$ cat config.mk
export PLATFORM = sky130hd
export DESIGN_NAME = centered_fir_correlator
export DESIGN_NICKNAME = d
export VERILOG_FILES = /design/src/rtl/cfc_pkg.sv /design/src/rtl/centered_fir_correlator.sv /design/src/rtl/cfc_dp.sv /design/src/rtl/cfc_ctrl.sv
export SDC_FILE = /design/constraint.sdc
export NUM_CORES = 2
export LEC_CHECK = 0
export BUFFER_PORTS_ARGS = -buffer_cell sky130_fd_sc_hd__buf_2
export CAP_MARGIN = 20
export CORE_MARGIN = 4
export CORE_UTILIZATION = 36
export DETAILED_ROUTE_END_ITERATION = 6
export GPL_ROUTABILITY_DRIVEN = 1
export PLACE_DENSITY = 0.54
export SETUP_SLACK_MARGIN = 0.15
export SLEW_MARGIN = 20
export SYNTH_ARGS = -nofsm -noshare
export SYNTH_HDL_FRONTEND = slang
export SYNTH_SLANG_ARGS = --single-unit
$ cat constraint.sdc
create_clock -name i_clk -period 10.21 [get_ports i_clk]
set_input_delay 0 -clock i_clk [delete_from_list [all_inputs] [get_ports i_clk]]
set_output_delay 0 -clock i_clk [all_outputs]
set_load 0.005 [all_outputs]
$ cat src/rtl/cfc_pkg.sv
// package for the centered fir correlator
// holds sizes, command codes and the controller/datapath interface structs
// no dependencies
package cfc_pkg;

    localparam int MAX_TAPS    = 16;
    localparam int SAMPLE_BITS = 16;
    localparam int ACC_BITS    = 32;
    localparam int PROD_BITS   = 2 * SAMPLE_BITS;
    localparam int IDX_BITS    = $clog2(MAX_TAPS);
    localparam int CNT_BITS    = IDX_BITS + 1;
    localparam int CFG_BITS    = 5;
    localparam int TIDX_BITS   = 4;

    // command field codes
    localparam logic CMD_TAP    = 1'b0;
    localparam logic CMD_SAMPLE = 1'b1;

    // controller to datapath
    typedef struct packed {
        logic                tap_wr;
        logic                smp_push;
        logic                win_clr;
        logic                acc_clr;
        logic                mac_en;
        logic                out_load;
        logic                out_last;
        logic [IDX_BITS-1:0] lag;
        logic [IDX_BITS-1:0] tap_j;
    } t_dp_cmd;

    // datapath to controller
    typedef struct packed {
        logic [CNT_BITS-1:0] taps;
        logic [IDX_BITS-1:0] look;
        logic [CNT_BITS-1:0] seen_next;
    } t_dp_sts;

endpackage

$ cat src/rtl/centered_fir_correlator.sv
// top level of the centered fir correlator
// joins cfc_ctrl and cfc_dp; depends on cfc_pkg
//
// usage
// - input channel (i_valid / o_stall): command 0 loads tap i_item_value at
//   i_tap_index, command 1 delivers one sample; i_last_sample ends a signal
// - output channel (o_valid / i_stall): one filtered value per transaction,
//   o_last_output on the final value of a signal
// - i_cfg_we / i_cfg_data write tap_count; write it only while idle
// - a tap load or a sample that gives no result leaves o_stall low
// - a sample that gives a result runs one multiply-accumulate per tap in use;
//   o_stall is high while they run, and the final tap loads the sum into the
//   result register and raises o_valid
// - the result register parts the two sides: the input opens again while a
//   result waits, and only a finished sum with a result still waiting holds
//   the block (o_stall high) until the receiver takes it
// - a last sample gives up to taps - taps/2 results, one after another,
//   and the window clears with the final one
// - a stalled receiver holds the result unchanged
// - reset clears the taps, the sample window and the count, and sets
//   tap_count to one
module centered_fir_correlator (
    input  logic                                   i_clk,
    input  logic                                   i_rst_n,
    input  logic                                   i_cfg_we,
    input  logic [cfc_pkg::CFG_BITS-1:0]           i_cfg_data,
    input  logic                                   i_valid,
    output logic                                   o_stall,
    input  logic                                   i_command,
    input  logic [cfc_pkg::TIDX_BITS-1:0]          i_tap_index,
    input  logic signed [cfc_pkg::SAMPLE_BITS-1:0] i_item_value,
    input  logic                                   i_last_sample,
    output logic                                   o_valid,
    input  logic                                   i_stall,
    output logic signed [cfc_pkg::ACC_BITS-1:0]    o_filtered_value,
    output logic                                   o_last_output
);
    import cfc_pkg::*;

    t_dp_cmd cmd;
    t_dp_sts sts;

    // sequencing
    cfc_ctrl u_ctrl (
        .i_clk         (i_clk),
        .i_rst_n       (i_rst_n),
        .i_valid       (i_valid),
        .o_stall       (o_stall),
        .i_command     (i_command),
        .i_last_sample (i_last_sample),
        .o_valid       (o_valid),
        .i_stall       (i_stall),
        .i_sts         (sts),
        .o_cmd         (cmd)
    );

    // storage and arithmetic
    cfc_dp u_dp (
        .i_clk            (i_clk),
        .i_rst_n          (i_rst_n),
        .i_cfg_we         (i_cfg_we),
        .i_cfg_data       (i_cfg_data),
        .i_tap_index      (i_tap_index),
        .i_item_value     (i_item_value),
        .i_cmd            (cmd),
        .o_sts            (sts),
        .o_filtered_value (o_filtered_value),
        .o_last_output    (o_last_output)
    );

endmodule

$ cat src/rtl/cfc_dp.sv
// datapath of the centered fir correlator: tap store, sample window,
// tap count register, one multiply-accumulate unit and the result register
// depends on cfc_pkg
module cfc_dp (
    input  logic                                 i_clk,
    input  logic                                 i_rst_n,
    input  logic                                 i_cfg_we,
    input  logic [cfc_pkg::CFG_BITS-1:0]         i_cfg_data,
    input  logic [cfc_pkg::TIDX_BITS-1:0]        i_tap_index,
    input  logic signed [cfc_pkg::SAMPLE_BITS-1:0] i_item_value,
    input  cfc_pkg::t_dp_cmd                     i_cmd,
    output cfc_pkg::t_dp_sts                     o_sts,
    output logic signed [cfc_pkg::ACC_BITS-1:0]  o_filtered_value,
    output logic                                 o_last_output
);
    import cfc_pkg::*;

    logic [CFG_BITS-1:0]          r_tap_count;
    logic signed [SAMPLE_BITS-1:0] r_kern [MAX_TAPS];
    logic signed [SAMPLE_BITS-1:0] r_win  [MAX_TAPS];
    logic [CNT_BITS-1:0]          r_seen;
    logic signed [ACC_BITS-1:0]   r_acc;
    logic signed [ACC_BITS-1:0]   r_out;
    logic                         r_out_last;

    logic [CNT_BITS-1:0]          taps;
    logic [IDX_BITS-1:0]          off;
    logic [IDX_BITS-1:0]          sum_lim;
    logic [IDX_BITS-1:0]          d;
    logic                         use_tap;
    logic signed [PROD_BITS-1:0]  prod;
    logic signed [ACC_BITS-1:0]   term;
    logic signed [ACC_BITS-1:0]   n_acc;

    // taps in use: zero acts as one, above the store acts as full
    always_comb begin
        if (r_tap_count == '0) begin
            taps = CNT_BITS'(1);
        end else if (32'(r_tap_count) > MAX_TAPS) begin
            taps = CNT_BITS'(MAX_TAPS);
        end else begin
            taps = CNT_BITS'(r_tap_count);
        end
    end

    assign off = IDX_BITS'(taps >> 1);

    // status toward the controller
    always_comb begin
        o_sts.taps = taps;
        o_sts.look = IDX_BITS'(taps - CNT_BITS'(1) - CNT_BITS'(off));
        if (32'(r_seen) >= MAX_TAPS) begin
            o_sts.seen_next = r_seen;
        end else begin
            o_sts.seen_next = r_seen + CNT_BITS'(1);
        end
    end

    // one tap product, zero where the sample lies beyond the newest one
    assign sum_lim = i_cmd.lag + off;
    assign use_tap = (i_cmd.tap_j <= sum_lim);
    assign d       = sum_lim - i_cmd.tap_j;
    assign prod    = PROD_BITS'(r_win[d]) * PROD_BITS'(r_kern[i_cmd.tap_j]);
    assign term    = use_tap ? ACC_BITS'(prod) : '0;
    assign n_acc   = r_acc + term;

    // tap count register
    always_ff @(posedge i_clk) begin
        if (!i_rst_n) begin
            r_tap_count <= CFG_BITS'(1);
        end else if (i_cfg_we) begin
            r_tap_count <= i_cfg_data;
        end
    end

    // kernel tap store
    always_ff @(posedge i_clk) begin
        if (!i_rst_n) begin
            for (int k = 0; k < MAX_TAPS; k++) begin
                r_kern[k] <= '0;
            end
        end else if (i_cmd.tap_wr && (32'(i_tap_index) < MAX_TAPS)) begin
            r_kern[IDX_BITS'(i_tap_index)] <= i_item_value;
        end
    end

    // sample window and sample count, entry 0 is the newest
    always_ff @(posedge i_clk) begin
        if (!i_rst_n || i_cmd.win_clr) begin
            for (int k = 0; k < MAX_TAPS; k++) begin
                r_win[k] <= '0;
            end
            r_seen <= '0;
        end else if (i_cmd.smp_push) begin
            for (int k = MAX_TAPS - 1; k > 0; k--) begin
                r_win[k] <= r_win[k-1];
            end
            r_win[0] <= i_item_value;
            r_seen   <= o_sts.seen_next;
        end
    end

    // accumulator and result register
    always_ff @(posedge i_clk) begin
        if (i_cmd.acc_clr) begin
            r_acc <= '0;
        end else if (i_cmd.mac_en) begin
            r_acc <= n_acc;
        end
        if (i_cmd.out_load) begin
            r_out      <= n_acc;
            r_out_last <= i_cmd.out_last;
        end
    end

    assign o_filtered_value = r_out;
    assign o_last_output    = r_out_last;

endmodule

$ cat src/rtl/cfc_ctrl.sv
// controller of the centered fir correlator: accepts transactions,
// steps the tap counter and the output lag, hands results out
// depends on cfc_pkg
module cfc_ctrl (
    input  logic             i_clk,
    input  logic             i_rst_n,
    input  logic             i_valid,
    output logic             o_stall,
    input  logic             i_command,
    input  logic             i_last_sample,
    output logic             o_valid,
    input  logic             i_stall,
    input  cfc_pkg::t_dp_sts i_sts,
    output cfc_pkg::t_dp_cmd o_cmd
);
    import cfc_pkg::*;

    localparam logic [1:0] S_IDLE = 2'd0;
    localparam logic [1:0] S_MAC  = 2'd1;

    logic [1:0]          r_state, n_state;
    logic [IDX_BITS-1:0] r_lag, n_lag;
    logic [IDX_BITS-1:0] r_j, n_j;
    logic                r_last_mode, n_last_mode;
    logic                r_ovalid, n_ovalid;

    logic                in_acc;
    logic                out_acc;
    logic                out_free;
    logic [CNT_BITS-1:0] first;
    logic                last_tap;

    assign in_acc   = i_valid && (r_state == S_IDLE);
    assign out_acc  = r_ovalid && !i_stall;
    assign out_free = !r_ovalid || out_acc;
    assign first    = i_sts.seen_next - CNT_BITS'(1);
    assign last_tap = (CNT_BITS'(r_j) == i_sts.taps - CNT_BITS'(1));

    assign o_stall = (r_state != S_IDLE);
    assign o_valid = r_ovalid;

    // next state and datapath commands
    always_comb begin
        n_state     = r_state;
        n_lag       = r_lag;
        n_j         = r_j;
        n_last_mode = r_last_mode;
        n_ovalid    = r_ovalid && !out_acc;
        o_cmd       = '0;
        o_cmd.lag   = r_lag;
        o_cmd.tap_j = r_j;
        o_cmd.out_last = r_last_mode && (r_lag == '0);
        case (r_state)
            S_IDLE: begin
                if (in_acc) begin
                    if (i_command == CMD_TAP) begin
                        o_cmd.tap_wr = 1'b1;
                    end else begin
                        o_cmd.smp_push = 1'b1;
                        n_last_mode    = i_last_sample;
                        n_j            = '0;
                        o_cmd.acc_clr  = 1'b1;
                        if (i_last_sample) begin
                            n_state = S_MAC;
                            if (first > CNT_BITS'(i_sts.look)) begin
                                n_lag = i_sts.look;
                            end else begin
                                n_lag = IDX_BITS'(first);
                            end
                        end else if (i_sts.seen_next > CNT_BITS'(i_sts.look)) begin
                            n_state = S_MAC;
                            n_lag   = i_sts.look;
                        end
                    end
                end
            end
            S_MAC: begin
                // the final tap waits while the result register is still taken
                if (!last_tap || out_free) begin
                    o_cmd.mac_en = 1'b1;
                    if (last_tap) begin
                        o_cmd.out_load = 1'b1;
                        n_ovalid       = 1'b1;
                        if (r_last_mode && (r_lag != '0)) begin
                            n_lag         = r_lag - IDX_BITS'(1);
                            n_j           = '0;
                            o_cmd.acc_clr = 1'b1;
                        end else begin
                            o_cmd.win_clr = r_last_mode;
                            n_state       = S_IDLE;
                        end
                    end else begin
                        n_j = r_j + IDX_BITS'(1);
                    end
                end
            end
            default: begin
                n_state = S_IDLE;
            end
        endcase
    end

    // state registers
    always_ff @(posedge i_clk) begin
        if (!i_rst_n) begin
            r_state     <= S_IDLE;
            r_lag       <= '0;
            r_j         <= '0;
            r_last_mode <= 1'b0;
            r_ovalid    <= 1'b0;
        end else begin
            r_state     <= n_state;
            r_lag       <= n_lag;
            r_j         <= n_j;
            r_last_mode <= n_last_mode;
            r_ovalid    <= n_ovalid;
        end
    end

endmodule

==> impl_metrics.ini <==
[run_status]
status = completed

[synth]
synth_seq_cells = 602
synth_warnings = 0
synth_fp_nets = 3599
synth_top_flop_cell = edfxtp_1
async_flop_share = 0
synth_edf_count = 545
ys_types = 66
postSynthCellCount = 3164
synth_area_um2 = 38700
avgSynthCellArea_um2 = 12.2
yosysSeqAreaShare = 0.453

[routing]
drt_wl_total_mm = 92.5
ant_nets = 0
dr.pass1.iters = 6
vias = 24100
wl_per_cell_um = 18.7
drc = 0
drt_iter0_drc = 1627
vias_per_cell = 4.87

[timing]
final-hold-violation-count = 0
relSlewSlack = 0.259
finClkSkew_ps = 26.7
max_freq_mhz = 98.0
worstMarginPinSlew_ps = 1110
finalCritPeriodShare = 0.999
rsz0062_at_grt = yes
fin_crit_ps = 10200
setup_violations = 0
drv_slew = 0

[hold_path]
hold_path_class = input port to flip-flop
hold_depth = 5

[placed_design]
gp_congestion = 0.802
dp_hpwl_mm = 65.0
dpl_cell_area_um2 = 42600
portBuffers = 66

[finish]
area_growth_pct = 19.9
antenna_cells = 0
drive_gt1_frac = 0.226
fin_util = 0.437
stdcell_area_um2 = 46400
final_nets = 3936

[worst_setup_path]
rrSetupSlack_ps = 7
crit_path_start_kind = flip-flop
crit_slowest_cell = fa_4
reg2regPathDepth = 44
cp_common_cell = fa_1
max_stage_delay_ps = 790
worst-setup-path-type = flip-flop to flip-flop
arrival_ps = 10710
required_ps = 10710
rr_endpoint = u_dp.r_acc[30]
crit_end = u_dp.r_acc[30]
cp_max_fo = 5
crit_start = u_dp.r_tap_count[1]
reg2reg_from = u_dp.r_tap_count[1]
end_kind = flip-flop

[global_routing]
grt_use_total = 0.167
globalRoute.totalOverflow = 0
grt_pass1_vias = 25300
grt_pass1_wl_mm = 148
grt_max_degree = 240
antenna_found_initial = 4

[clock_network]
cts_sinks = 602
cts.path.max_buffers = 3
worstSkewPairLatency_ps = 630
path_clk_slew_ps = 60
htree_levels = 3
cts_root_buf = clkbuf_16
cts-buffers-inserted = 70
cts_tree = done

[floorplanning]
fp.dieW_um = 336
dieArea_um2 = 113000
ios = 67
core_area_um2 = 106000
initial_core_util = 0.365
rows = 119
die_height_um = 336

[run]
maxCapViolCount = 0
worst max-delay path: cells and delay by family, from the launching register on:
family / cells / cell delay, ps
compound gates: 9 / 1840
xor+xnor: 1 / 160
fa+ha+maj: 11 / 4980
buf+inv: 11 / 990
flops: 1 / 320
mux: 4 / 830
simple gates: 8 / 950
worst min-delay path by stage:
stage	startpoint	endpoint	slack, ps
final	i_valid	u_dp.r_seen[1]	90
after global routing	i_valid	u_dp.r_seen[1]	100
after CTS	i_valid	u_dp.r_seen[1]	50
after detailed placement	i_cfg_data[0]	u_dp.r_tap_count[0]	230
after global placement	i_cfg_data[0]	u_dp.r_tap_count[0]	220
after floorplan	i_cfg_data[0]	u_dp.r_tap_count[0]	130
through the flow:
stage               setup slack, ps  hold slack, ps  setup TNS [ps]  cells
CTS                           -12.4            45.8           -12.4   4920
global placement               -288             225           -3200   4743
floorplan                       160             129               0   3164
global route                   -384            97.0           -5890   4942
detailed placement             -388             226           -4510   4743
finish                         7.13            94.8               0   4942
registers in the layout (all words and copies together), names as in the netlist, named ones only:
register               cells
u_dp.r_kern              256
u_dp.r_win               256
u_dp.o_filtered_value     32
u_dp.r_acc                32
u_dp.r_seen                5
u_dp.r_tap_count           5
u_ctrl.r_j                 4
u_ctrl.r_lag               4
u_ctrl.o_valid             1
u_ctrl.r_last_mode         1
u_ctrl.r_state             1
u_dp.o_last_output         1
layout make-up:
cell class                 count  area (µm²)
clock buffer                  88        1820
clock inverter                34         400
fill                        9845       59600
inverter                     343        1290
multi-input combinational   2058       20000
sequential                   602       17500
tap                         1391        1740
timing repair buffer         426        3550
what timing repair did:
item / 4_1_cts / 5_1_grt
setup endpoints to repair: 23 / 32
buffers inserted: 20 / 20
cloned: 3 / 1
endpoints found under the hold margin: 294 / 0
hold buffers: 32 / 0
pin swaps: 48 / 46
resized for setup: 85 / 88
cells in the mapped netlist, drive strengths merged (48+ instances only):
library cell  instances  area share
nand2               182       0.018
and2                543       0.088
dfxtp                57       0.030
nor2                142       0.014
fa                  267        0.14
ha                  136       0.044
clkbuf              129       0.013
mux4                137       0.080
xnor2                51       0.012
nand2b               48      0.0078
o21ai                58      0.0076
nor2b                94       0.015
inv                 343       0.033
edfxtp              545        0.42
a21oi                92       0.012
kinds of logic after synthesis:
logic type	after synthesis	synth area share
compound gates	270	0.0436
xor+xnor	80	0.0181
fa+ha+maj	403	0.182
buf+inv	504	0.0495
flops	602	0.453
mux	199	0.0964
simple gates	1106	0.158
metal layers:
layer / vias up / GRT usage / part of all wire
met5: - / 0 / 0
met4: 0 / 0.0358 / 0.018
met3: 100 / 0.0241 / 0.035
met2: 338 / 0.284 / 0.49
met1: 12200 / 0.230 / 0.46
li1: 11400 / - / -
cell usage in the layout, fill, tap and decap left out, drive strengths merged, types with 18 or more instances in the layout:
cell,Yosys,routed
edfxtp,545,545
and2,543,543
buf,32,393
inv,343,346
fa,267,267
nand2,182,182
nor2,142,142
mux4,137,137
ha,136,136
nor2b,94,94
a21oi,92,92
clkbuf,129,89
o21ai,58,58
dfxtp,57,57
xnor2,51,51
nand2b,48,48
mux2i,44,44
dlygate4sd3,0,32
xor2,29,29
a21o,23,23
a211oi,23,23
clkinv,0,23
nor3,22,22
nand3,18,18
mux2,18,18
Power is not shown: default switching activity piles up to over one toggle a cycle in this logic, so the estimate is an artifact.
